$ cat src/hdl/sec_pkg.sv
// ----------------------------------------------------------------------------
// sec_pkg: shared types and constants for the subdivision element counter
// Field widths, configuration register indexes and the records that travel
// between the pipeline stages.
// ----------------------------------------------------------------------------
package sec_pkg;

  localparam int unsigned MAX_DEPTH  = 15;
  localparam int unsigned DEPTH_W    = 4;
  localparam int unsigned CAGE_W     = 20;
  localparam int unsigned CNT_W      = 31;
  localparam int unsigned IN_TDATA_W = 8;
  localparam int unsigned OUT_TDATA_W = 312;
  localparam int unsigned REG_IDX_W  = 2;

  // Configuration register indexes
  localparam logic [REG_IDX_W-1:0] REG_CAGE_VERTICES  = 2'd0;
  localparam logic [REG_IDX_W-1:0] REG_CAGE_EDGES     = 2'd1;
  localparam logic [REG_IDX_W-1:0] REG_CAGE_HALFEDGES = 2'd2;
  localparam logic [REG_IDX_W-1:0] REG_CAGE_FACES     = 2'd3;

  typedef struct packed {
    logic [CAGE_W-1:0] v;
    logic [CAGE_W-1:0] e;
    logic [CAGE_W-1:0] h;
    logic [CAGE_W-1:0] f;
  } cage_t;

  // Per-depth factors: a = 2^d-1, b = (4^d-1)/3, k = b-a, t = 2^(d-1)-1
  typedef struct packed {
    logic [DEPTH_W-1:0] depth;
    logic [14:0]        a;
    logic [28:0]        b;
    logic [28:0]        k;
    logic [13:0]        t;
  } dec_t;

  typedef struct packed {
    logic               d_zero;
    logic [DEPTH_W-1:0] sh;
    logic [13:0]        t;
    logic [49:0]        faces;
    logic [49:0]        halfs;
    logic [34:0]        creases;
    logic [34:0]        ah;
    logic [33:0]        tf;
    logic [48:0]        bh;
    logic [36:0]        ae1;
    logic [48:0]        kh;
    logic [34:0]        ae;
    logic signed [37:0] adh;
    logic signed [26:0] dv;
  } prod_t;

  typedef struct packed {
    logic               d_zero;
    logic [49:0]        faces;
    logic [49:0]        edges;
    logic [49:0]        halfs;
    logic [34:0]        creases;
    logic [48:0]        vmul;
    logic [50:0]        thalf;
    logic [48:0]        tfaces;
    logic [50:0]        tedges;
    logic [35:0]        tcreases;
    logic signed [51:0] tvert;
  } sum_t;

endpackage

$ cat src/hdl/sec_sat.sv
// ----------------------------------------------------------------------------
// sec_sat: saturate and output stage
// Clamp every count to 31 bits, collect the overflow flag, pack the result.
// ----------------------------------------------------------------------------
module sec_sat (
  input  logic                               clk_i,
  input  logic                               rst_ni,
  input  sec_pkg::cage_t                     cage_i,
  input  logic                               valid_i,
  output logic                               ready_o,
  input  sec_pkg::sum_t                      data_i,
  output logic                               valid_o,
  input  logic                               ready_i,
  output logic [sec_pkg::OUT_TDATA_W-1:0]    data_o
);
  import sec_pkg::*;

  localparam logic [CNT_W-1:0] CNT_MAX = '1;

  // Return {overflow, clamped value}
  function automatic logic [CNT_W:0] sat_u(input logic [51:0] v);
    if (|v[51:CNT_W]) begin
      sat_u = {1'b1, CNT_MAX};
    end else begin
      sat_u = {1'b0, v[CNT_W-1:0]};
    end
  endfunction

  function automatic logic [CNT_W:0] sat_s(input logic signed [51:0] v);
    if (v[51]) begin
      sat_s = {1'b1, {CNT_W{1'b0}}};
    end else if (|v[50:CNT_W]) begin
      sat_s = {1'b1, CNT_MAX};
    end else begin
      sat_s = {1'b0, v[CNT_W-1:0]};
    end
  endfunction

  logic                      valid_q;
  logic [OUT_TDATA_W-1:0]    data_q, data_d;
  logic [21:0]               v1;
  logic [49:0]               verts;
  logic [CNT_W:0]            s_fa, s_ed, s_ha, s_cr, s_ve, s_th, s_tf, s_te, s_tc, s_tv;
  logic                      ovf;

  always_comb begin
    v1    = 22'(cage_i.v) + 22'(cage_i.e) + 22'(cage_i.f);
    verts = data_i.d_zero ? 50'(cage_i.v) : 50'(data_i.vmul) + 50'(v1);
    s_fa  = sat_u(52'(data_i.faces));
    s_ed  = sat_u(52'(data_i.edges));
    s_ha  = sat_u(52'(data_i.halfs));
    s_cr  = sat_u(52'(data_i.creases));
    s_ve  = sat_u(52'(verts));
    s_th  = sat_u(52'(data_i.thalf));
    s_tf  = sat_u(52'(data_i.tfaces));
    s_te  = sat_u(52'(data_i.tedges));
    s_tc  = sat_u(52'(data_i.tcreases));
    s_tv  = sat_s(data_i.tvert);
    ovf   = s_fa[CNT_W] | s_ed[CNT_W] | s_ha[CNT_W] | s_cr[CNT_W] | s_ve[CNT_W]
          | s_th[CNT_W] | s_tf[CNT_W] | s_te[CNT_W] | s_tc[CNT_W] | s_tv[CNT_W];
    data_d = {1'b0, ovf,
              s_tv[CNT_W-1:0], s_tc[CNT_W-1:0], s_te[CNT_W-1:0], s_tf[CNT_W-1:0],
              s_th[CNT_W-1:0], s_ve[CNT_W-1:0], s_cr[CNT_W-1:0], s_ha[CNT_W-1:0],
              s_ed[CNT_W-1:0], s_fa[CNT_W-1:0]};
  end

  assign ready_o = !valid_q || ready_i;

  always_ff @(posedge clk_i or negedge rst_ni) begin
    if (!rst_ni) begin
      valid_q <= 1'b0;
    end else if (ready_o) begin
      valid_q <= valid_i;
    end
  end

  always_ff @(posedge clk_i) begin
    if (valid_i && ready_o) begin
      data_q <= data_d;
    end
  end

  assign valid_o = valid_q;
  assign data_o  = data_q;

endmodule

$ cat config.mk
export PLATFORM = sky130hd
export DESIGN_NAME = sec_sat
export DESIGN_NICKNAME = d
export VERILOG_FILES = /design/src/hdl/sec_pkg.sv /design/src/hdl/sec_sat.sv
export SDC_FILE = /design/constraint.sdc
export NUM_CORES = 1
export LEC_CHECK = 0
export BUFFER_PORTS_ARGS = -buffer_cell sky130_fd_sc_hd__buf_2
export CAP_MARGIN = 20
export CORE_AREA = 2 2 335 337
export CTS_CLUSTER_DIAMETER = 200
export DETAILED_ROUTE_END_ITERATION = 8
export DIE_AREA = 0 0 337 339
export PLACE_DENSITY = 0.45
export SLEW_MARGIN = 20
export SYNTH_ARGS = -nofsm -noshare
export SYNTH_HDL_FRONTEND = slang
export SYNTH_SLANG_ARGS = --single-unit
export TNS_END_PERCENT = 100
$ cat constraint.sdc
create_clock -name clk_i -period 14.7 [get_ports clk_i]
set_input_delay 2.205 -clock clk_i [delete_from_list [all_inputs] [get_ports clk_i]]
set_output_delay 2.205 -clock clk_i [all_outputs]
set_load 0.01 [all_outputs]
==> out/metrics.cfg, run 1 <==
[route]
via_count=13700
antenna_left=0
drtPass1Iterations=5
wirelength_um=82600
drt-wirelength-per-cell_um=22.7
drc=0
drt_iter0_drc=771
drt-vias-per-instance=3.77

[logic_synthesis]
yosysSeqAreaShare=0.603
ys_seq_elements=312
synthCells=1269
synth_cell_type_count=64
synthArstFlopShare=0.00321
ys.flop_type=edfxtp_1
syn_area_mm2=0.0155
syn_avg_cell_area_um2=12.2
synth_nets=1890
synth-edff-count=311
ys_warn_count=0

[floorplanning]
row_count=122
dieArea_mm2=0.114
start_util=0.141
die_h_um=339
die_x_um=337
core_area_mm2=0.110
boundaryPins=872

[global_route]
antenna_found_initial=42
grt_pass1_wl_um=110000
grt_max_degree=67
track_usage=0.138
grt_overflow=0
first_global_vias=13900

[cells_and_area]
fill_cells=12300
multi_input_area_mm2=0.00551
syn_to_final_growth_pct=48.8
layout_commonest_cell=buf_2
final_cell_mix=buf_2, edfxtp_1, nand2b_1, inv_1, or3_1
regArea_mm2=0.00936
drive_above_1_share=0.448
nets=2736

[sta]
layout_setup_ws_ps=7760
rsz0062_at_grt=no
fin_skew_ps=42.7
setup_violations=0
period_share=0.472
period_minus_slack_ps=6940
hold_viol_final=0
fin_setup_tns_ps=0
worst_pin_slew_ps=1050
fmax_ghz=0.144
final-max-slew-violation-count=0
slew_headroom=0.301

[clock_network]
clkLatencyLatePin_ps=630
h-tree-depth=2
cts_resized=0
cts_buffer_depth=3
cts_buffers=45
holdBufCountCts=0
cts.clk_slew.worst_paths_ps=60
cts.sinks=312
postCtsSetupRepairBufs=0
cts_tree=built
cts_root_buffer=clkbuf_16

[worst_hold_path]
holdPathStages=2
hold_class=register to register
min_to=valid_o
min_from=valid_o

[critical_path]
rrSetupSlack_ps=11650
regToRegEndpoint=data_o[255]
timing.rr.start=valid_o
r2r_cells=4
startpoint_type=input pin
crit_fanout=21
arrival_ps=7370
critPathKind=input pin to register
crit_path_end_kind=register
cp.required_ps=15130

[place]
place_congestion=0.893
port-buffer-count=850
dp_hpwl_um=66500
dp_slack_ps=7110

[job]
maxCapViolations=0

[pwr]
power_density_mw_per_mm2=114
leakage_nw=8.28
peakVddDrop_mv=0.0765

[status]
run_status=finished clean

-- synth_stat cells, types with 3 or more instances --
cell	number	area, µm²
a211oi_1	4	30.0
a21o_1	11	82.6
a21oi_1	27	135
a21oi_2	10	87.6
a31oi_1	6	37.5
a32oi_1	21	184
and2_1	6	37.5
and3_1	5	31.3
and4_1	6	52.6
buf_6	3	33.8
clkbuf_1	67	251
edfxtp_1	311	9340
fa_1	40	801
ha_1	23	288
inv_1	113	424
mux2i_1	3	30.0
nand2_1	33	124
nand2b_1	161	1010
nand3_1	17	85.1
nand4_1	25	156
nor2_1	92	345
nor3_1	10	50.1
nor4_1	71	444
nor4b_1	3	26.3
o211ai_1	3	22.5
o21a_1	4	30.0
o21ai_0	20	100
o22ai_1	3	18.8
or3_1	96	601
or4_1	5	37.5
xnor2_1	20	175
xor2_1	9	78.8
-- kinds of logic after synthesis --
family                   count (synthesis)  synth area share
AND/OR/NAND/NOR                        539             0.199
flip-flops                             312             0.603
buffers and inverters                  186            0.0468
AO/OA/AOI/OAI                          135            0.0621
adder cells (fa/ha/maj)                 63            0.0701
XOR/XNOR                                29            0.0164
multiplexers                             4           0.00266
other                                    1          0.000242
-- worst max-delay path: stages --
cell	delay [ps]
buf_2	80
inv_1	50
fa_1	560
fa_1	410
inv_1	70
ha_1	190
inv_1	60
fa_1	410
nand2b_1	190
a21o_1	220
a211o_1	330
a41o_1	320
o31a_1	300
o22ai_1	760
inv_1	760
a32oi_1	430
-- power by group --
group	switching [mW]	leakage [nW]	internal [mW]	total [mW]
clock	0.466	0.722	0.671	1.14
sequential	0.00597	2.41	1.00	1.01
combinational	0.306	5.15	0.193	0.499
-- layout make-up --
cell class | count | share of cell area
Antenna cell | 7 | 0.000758
Clock inverter | 25 | 0.0133
Clock buffer | 57 | 0.0520
Sequential cell | 312 | 0.405
Multi-Input combinational cell | 771 | 0.238
Inverter | 113 | 0.0184
Timing Repair Buffer | 872 | 0.191
Tap cell | 1488 | 0.0806
-- metrics by stage --
step | utilization | std cells | hold slack (ps) | power [mW] | area [µm²]
finish | 0.209 | 3645 | 543 | 2.64 | 23100
global route | 0.209 | 3641 | 596 | 2.77 | 23100
CTS | 0.209 | 3638 | 546 | 2.70 | 23100
detailed placement | 0.195 | 3556 | 530 | 1.53 | 21600
global placement | 0.195 | 3556 | 509 | 1.53 | 21600
floorplan | - | 1269 | 622 | 1.32 | 15500
-- how the worst max path moves through the flow --
stage                          from           to  cells after the start
after floorplan             ready_i    data_o[0]                      2
after global placement    cage_i[1]  data_o[126]                     16
after detailed placement  cage_i[1]  data_o[126]                     16
after CTS                 cage_i[1]  data_o[126]                     16
after global routing      cage_i[1]  data_o[126]                     16
final                     cage_i[1]  data_o[126]                     16
-- metal layers --
layer	share of wire	routed length (µm)	track usage	vias up
met5	0.0013	105	0	-
met4	0.024	2010	0.0365	18
met3	0.085	7040	0.0395	124
met2	0.52	43100	0.258	662
met1	0.37	30300	0.151	6631
li1	-	-	-	6306
-- flip-flops by register name, indices dropped and copies added (netlist names) --
signal   flops
data_o     311
valid_o      1
Note: power is estimated with default switching activity, not from simulation.
==> run 2: changes to the inputs <==
--- a/config.mk
+++ b/config.mk
@@ -11,7 +11,7 @@
 export CTS_CLUSTER_DIAMETER = 200
 export DETAILED_ROUTE_END_ITERATION = 8
 export DIE_AREA = 0 0 337 339
-export PLACE_DENSITY = 0.45
+export PLACE_DENSITY = 0.46
 export SLEW_MARGIN = 20
 export SYNTH_ARGS = -nofsm -noshare
 export SYNTH_HDL_FRONTEND = slang
==> constraint.sdc (replaced) <==
create_clock -name clk_i -period 5.79 [get_ports clk_i]
set_input_delay 0.8685 -clock clk_i [delete_from_list [all_inputs] [get_ports clk_i]]
set_output_delay 0.8685 -clock clk_i [all_outputs]
set_load 0.01 [all_outputs]
==> run 2 against run 1 <==
- clock power rose by 140%
- register-to-register slack worse by 7900 ps
- global-route usage is 0.23 points higher
- largest cell class unchanged
- sequential power rose to 2.5 times the previous value
- first-iteration DRC count up 9.1%
- routed wire length rose by 2.1%
- worst setup slack worse by 6900 ps
- sequential cell count unchanged
- total power grew 150%
- largest power group unchanged
- critical endpoint is now data_o[125]
==> out/metrics.cfg, run 2 (synthesis results as in run 1) <==
[status]
run_status=finished clean  ; unchanged

[worst_hold_path]
min_from=valid_i  ; was valid_o
hold_class=input pin to register  ; was register to register

[critical_path]
arrival_ps=5370  ; was 7370 ps
startpoint_type=input pin  ; unchanged
critPathKind=input pin to register  ; unchanged
cpPeakStageDelay_ps=720  ; was 760 ps
cp.required_ps=6220  ; was 15,130 ps
crit_family=compound AO/OA/AOI/OAI gates  ; unchanged
crit_buf_inv=6  ; was 5
worstPathCellList=buf_2 > inv_1 > fa_1 > fa_1 > inv_1 > ha_1 > inv_1 > fa_1 > nand2b_1 > a21o_1 > a211o_1 > a41o_1 > o31a_1 > o22ai_1 > inv_1 > buf_4 > a32oi_1  ; was buf_2 > inv_1 > fa_1 > fa_1 > inv_1 > ha_1 > inv_1 > fa_1 > nand2b_1 > a21o_1 > a211o_1 > a41o_1 > o31a_1 > o22ai_1 > inv_1 > a32oi_1
timing.rr.start=valid_o  ; unchanged
crit_top_cell=inv_1  ; unchanged
crit_start=cage_i[1]  ; unchanged
crit_slowest_cell=o22ai_1  ; unchanged
crit_fanout=21  ; unchanged
crit_path_end_kind=register  ; unchanged

[place]
port-buffer-count=850  ; unchanged
place_congestion=0.931  ; was 0.893
dp_slack_ps=256  ; was 7110 ps
dp_hpwl_um=68100  ; was 66,500 µm
dp.cells=3558  ; was 3,556

[clock_network]
cts_buffer_depth=3  ; unchanged
h-tree-depth=2  ; unchanged
cts_resized=0  ; unchanged
cts_root_buffer=clkbuf_16  ; unchanged
cts.sinks=312  ; unchanged
cts.clk_slew.worst_paths_ps=60  ; about the same
cts_buffers=44  ; was 45
clkLatencyLatePin_ps=600  ; was 630 ps
cts_tree=built  ; unchanged

[cells_and_area]
final_cell_mix=buf_2, edfxtp_1, nand2b_1, inv_1, or3_1  ; unchanged
nets=2738  ; was 2,736
layout_commonest_cell=buf_2  ; unchanged
fill_cells=12300  ; about the same
postLayoutCoreUtil=0.209  ; about the same
largest_reg_flops=311  ; unchanged
syn_to_final_growth_pct=48.8  ; about the same
fin_cells=3654  ; was 3,645
drive_above_1_share=0.447  ; was 0.448

[sta]
worst_pin_slew_ps=990  ; was 1050 ps
hold_viol_final=0  ; unchanged
fin_skew_ps=18.7  ; was 42.7 ps
period_share=0.852
slew_headroom=0.339  ; was 0.301
period_minus_slack_ps=4940
layout_setup_ws_ps=855  ; was 7760 ps
rsz0062_at_grt=no  ; unchanged
final-max-slew-violation-count=0  ; unchanged
fmax_ghz=0.203
setup_violations=0  ; unchanged
fin_setup_tns_ps=0  ; unchanged

[route]
drc=0  ; unchanged
wirelength_um=84300  ; was 82,600 µm
top_layer=met5  ; unchanged
antenna_left=0  ; unchanged
drt_iter0_drc=841  ; was 771
drtPass1Iterations=5  ; unchanged
via_count=13800  ; was 13,700
wl_met2_um=41800  ; was 43,100 µm
drt-vias-per-instance=3.78  ; was 3.77
dr_wl_met3_um=7620  ; was 7040 µm
wl_met1_um=31800  ; was 30,300 µm
drt-wirelength-per-cell_um=23.1  ; was 22.7 µm

[pwr]
power_density_mw_per_mm2=286  ; was 114 mW/mm²
peakVddDrop_mv=0.174  ; was 0.0765 mV
leakage_nw=8.27  ; was 8.28 nW
power_mw=6.60  ; was 2.64 mW

[global_route]
grt_max_degree=107  ; was 67
track_usage=0.141  ; was 0.138
first_global_vias=14100  ; was 13,900
grt_pass1_wl_um=111000  ; was 110,000 µm
antenna_found_initial=38  ; was 42
grt_overflow=0  ; unchanged

[floorplanning]
core_area_mm2=0.110  ; unchanged
boundaryPins=872  ; unchanged
row_count=122  ; unchanged
die_h_um=339  ; unchanged
die_x_um=337  ; unchanged
dieArea_mm2=0.114  ; unchanged
start_util=0.141  ; unchanged

[job]
maxCapViolations=0  ; unchanged

[run 2: final cells by class]
| cell class | count | area [µm²] | share of cell area |
|---|---|---|---|
| Inverter | 113 | 424 | 0.0184 |
| Tap cell | 1488 | 1860 | 0.0806 |
| Antenna cell | 16 | 40.0 | 0.00173 |
| Multi-Input combinational cell | 771 | 5500 | 0.238 |
| Clock inverter | 27 | 249 | 0.0108 |
| Clock buffer | 52 | 1150 | 0.0499 |
| Timing Repair Buffer | 875 | 4510 | 0.195 |
| Sequential cell | 312 | 9360 | 0.405 |
[run 2: final timing paths]
check,cells after the start,endpoint,slack (ps)
max,17,data_o[125],850
min,2,valid_o,480
max reg2reg,3,data_o[200],3710
min reg2reg,2,valid_o,530
max in group asynchronous,2,valid_o,5130
min in group asynchronous,2,valid_o,570
[run 2: where the power goes]
group          switching (mW)  internal, mW
Clock                    1.17          1.57
Sequential             0.0187          2.55
Combinational           0.783         0.517
[run 2: per-layer routing]
metal	vias up	GRT usage
met3	124	0.0468
met5	-	0
met2	656	0.250
li1	6341	-
met1	6654	0.156
met4	22	0.0472
[run 2: through the flow]
step / hold WS [ps] / area (µm²)
global route: 434 / 23100
detailed placement: 522 / 21600
floorplan: 573 / 15500
finish: 481 / 23100
CTS: 408 / 23100
global placement: 507 / 21600
[run 2: what timing repair did]
action	4_1_cts	5_1_grt
endpoints found under the hold margin	1	0
hold buffers	1	0
endpoints found under the setup margin	0	0
buffers inserted	0	0
==> run 3: changes to the inputs <==
--- a/config.mk
+++ b/config.mk
@@ -7,13 +7,13 @@
 export LEC_CHECK = 0
 export BUFFER_PORTS_ARGS = -buffer_cell sky130_fd_sc_hd__buf_2
 export CAP_MARGIN = 20
-export CORE_AREA = 2 2 335 337
+export CORE_AREA = 2 2 339 341
 export CTS_CLUSTER_DIAMETER = 200
 export DETAILED_ROUTE_END_ITERATION = 8
-export DIE_AREA = 0 0 337 339
-export PLACE_DENSITY = 0.46
+export DIE_AREA = 0 0 341 343
+export PLACE_DENSITY = 0.45
+export REMOVE_ABC_BUFFERS = 1
 export SLEW_MARGIN = 20
 export SYNTH_ARGS = -nofsm -noshare
 export SYNTH_HDL_FRONTEND = slang
 export SYNTH_SLANG_ARGS = --single-unit
-export TNS_END_PERCENT = 100
==> constraint.sdc (replaced) <==
create_clock -name clk_i -period 5.19 [get_ports clk_i]
set_input_delay 0.7785 -clock clk_i [delete_from_list [all_inputs] [get_ports clk_i]]
set_output_delay 0.7785 -clock clk_i [all_outputs]
set_load 0.01 [all_outputs]
==> run 3 against run 2 <==
- total power is 11% higher
- non-clock buffer count is 48 higher
- sequential share of layout area is 0.59 points lower
- worst setup slack worse by 260 ps
- worst hold slack worse by 95 ps
==> out/metrics.cfg, run 3 (synthesis results as in run 1) <==
[pwr]
power_density_mw_per_mm2=314  ; was 286 mW/mm²
combPwrFrac=0.217  ; was 0.197
switching_share=0.299  ; was 0.298
clockPowerShare=0.395  ; was 0.414
peakVddDrop_mv=0.245  ; was 0.174 mV
power_mw=7.35  ; was 6.60 mW
internal_power_mw=5.15  ; was 4.63 mW
p_seq_frac=0.389  ; about the same
leakage_nw=8.48  ; was 8.27 nW
p_sw_mw=2.20  ; was 1.97 mW

[sta]
fin_setup_tns_ps=0  ; unchanged
worst_pin_slew_ps=887  ; was 990 ps
fmax_ghz=0.218
layout_setup_ws_ps=600  ; was 855 ps
fin_skew_ps=15.8  ; was 18.7 ps
slew_headroom=0.409  ; was 0.339
hold_slack_ps=386  ; was 481 ps
hold_viol_final=0  ; unchanged
setup_violations=0  ; unchanged
rsz0062_at_grt=no  ; unchanged
final-max-slew-violation-count=0  ; unchanged
period_minus_slack_ps=4590
period_share=0.884

[route]
drt-wirelength-per-cell_um=21.3  ; was 23.1 µm
drtPass1Iterations=5  ; unchanged
drt-vias-per-instance=3.72  ; was 3.78
via_count=13800  ; about the same
drt_iter0_drc=888  ; was 841
antenna_left=0  ; unchanged
wirelength_um=79100  ; was 84,300 µm
drc=0  ; unchanged

[clock_network]
clkLatencyLatePin_ps=600  ; about the same
cts_buffers=43  ; was 44
postCtsSetupRepairBufs=0  ; unchanged
cts.sinks=312  ; unchanged
cts_tree=built  ; unchanged
cts_buffer_depth=3  ; unchanged
h-tree-depth=2  ; unchanged
cts_root_buffer=clkbuf_16  ; unchanged
cts.clk_slew.worst_paths_ps=50  ; was 60 ps

[place]
place_congestion=0.868  ; was 0.931
dp_slack_ps=-45.5  ; was 256 ps
port-buffer-count=850  ; unchanged
dp_hpwl_um=64000  ; was 68,100 µm

[critical_path]
worstPathCellList=buf_2 > inv_1 > fa_1 > inv_1 > fa_1 > ha_1 > a21oi_1 > o21ai_0 > a221oi_1 > buf_4 > o22ai_1 > mux2i_1 > a2111o_1 > nor4_4 > buf_12 > a32oi_1  ; was buf_2 > inv_1 > fa_1 > fa_1 > inv_1 > ha_1 > inv_1 > fa_1 > nand2b_1 > a21o_1 > a211o_1 > a41o_1 > o31a_1 > o22ai_1 > inv_1 > buf_4 > a32oi_1
crit_start=cage_i[7]  ; was cage_i[1]
crit_fanout=18  ; was 21
startpoint_type=input pin  ; unchanged
cpPeakStageDelay_ps=520  ; was 720 ps
cp.required_ps=5510  ; was 6220 ps
critPathKind=input pin to register  ; unchanged
crit_slowest_cell=fa_1  ; was o22ai_1
arrival_ps=4910  ; was 5370 ps
timing.rr.start=valid_o  ; unchanged
crit_path_end_kind=register  ; unchanged

[global_route]
grt_overflow=0  ; unchanged
antenna_found_initial=27  ; was 38
grtUsageMet3=0.0508  ; was 0.0468
grt_pass1_wl_um=105000  ; was 111,000 µm
grt_max_degree=83  ; was 107
use_met2=0.210  ; was 0.250
track_usage=0.128  ; was 0.141
top_usage_layer=met2  ; unchanged
grt_use_met1=0.152  ; was 0.156
first_global_vias=13900  ; was 14,100

[cells_and_area]
layout_commonest_cell=buf_2  ; unchanged
postLayoutCoreUtil=0.207  ; was 0.209
nets=2785  ; was 2,738
final_cell_mix=buf_2, edfxtp_1, nand2b_1, inv_1, or3_1  ; unchanged
fill_cells=12600  ; was 12,300
syn_to_final_growth_pct=51.0  ; was 48.8%
drive_above_1_share=0.459  ; was 0.447
largest_reg_flops=311  ; unchanged

[status]
run_status=finished clean  ; unchanged

[floorplanning]
dieArea_mm2=0.117  ; was 0.114 mm²
core_area_mm2=0.113  ; was 0.110 mm²
start_util=0.137  ; was 0.141
die_x_um=341  ; was 337 µm
row_count=124  ; was 122
boundaryPins=872  ; unchanged
die_h_um=343  ; was 339 µm

[job]
maxCapViolations=0  ; unchanged

[worst_hold_path]
hold_class=input pin to register  ; unchanged
min_from=valid_i  ; unchanged

run 3: changes by cell type in the layout (fill, tap and decap cells not counted), sizes merged:
cell and change:
bufinv -1, clkbuf -1, buf +48, inv -1, clkinv +2, clkinvlp -2, diode -11
run 3: path summary, 6_finish.rpt:
path,endpoint,slack [ps],depth (start not counted)
worst max register to register,data_o[87],3020,3
worst min-delay path,valid_o,390,2
min in group asynchronous,valid_o,490,2
worst max-delay path,data_o[143],600,16
max in group asynchronous,valid_o,4620,2
worst min register to register,valid_o,530,2
run 3: power groups by stage:
stage | clock (mW) | combinational [mW] | sequential [mW]
after floorplan | 0 | 0.748 | 2.98
after global placement | 0 | 1.61 | 2.91
after detailed placement | 0 | 1.60 | 2.91
after global routing | 3.09 | 1.76 | 2.86
final | 2.90 | 1.59 | 2.86
after CTS | 3.03 | 1.61 | 2.86
run 3: critical path, delay by kind of cell:
kind | cells | cell delay [ps]
AO/OA/AOI/OAI | 6 | 1550
adder cells (fa/ha/maj) | 3 | 1320
buffers and inverters | 5 | 580
AND/OR/NAND/NOR | 1 | 470
multiplexers | 1 | 180
run 3: layout make-up:
type	count	area [µm²]	area share
Sequential cell	312	9360	0.399
Tap cell	1512	1890	0.0807
Timing Repair Buffer	923	4920	0.210
Inverter	113	424	0.0181
Antenna cell	5	12.5	0.000534
Multi-Input combinational cell	771	5510	0.235
Clock inverter	25	219	0.00934
Clock buffer	51	1110	0.0472
run 3: per-stage QoR:
stage / area [µm²] / instances
detailed placement: 22100 / 3630
floorplan: 15200 / 1196
global placement: 22100 / 3630
global route: 23400 / 3708
CTS: 23400 / 3707
finish: 23400 / 3712
run 3: per-layer routing:
metal | up-vias | part of all wire | wire [µm]
li1 | 6400 | - | -
met1 | 6623 | 0.40 | 31300
met2 | 672 | 0.47 | 37100
met3 | 105 | 0.10 | 8080
met4 | 14 | 0.032 | 2530
met5 | - | 0.0012 | 93
run 3: what timing repair did:
| item | 4_1_cts | 5_1_grt |
|---|---|---|
| gates resized for setup | 0 | 0 |
| hold endpoints to repair | 1 | 0 |
| hold buffers | 1 | 0 |
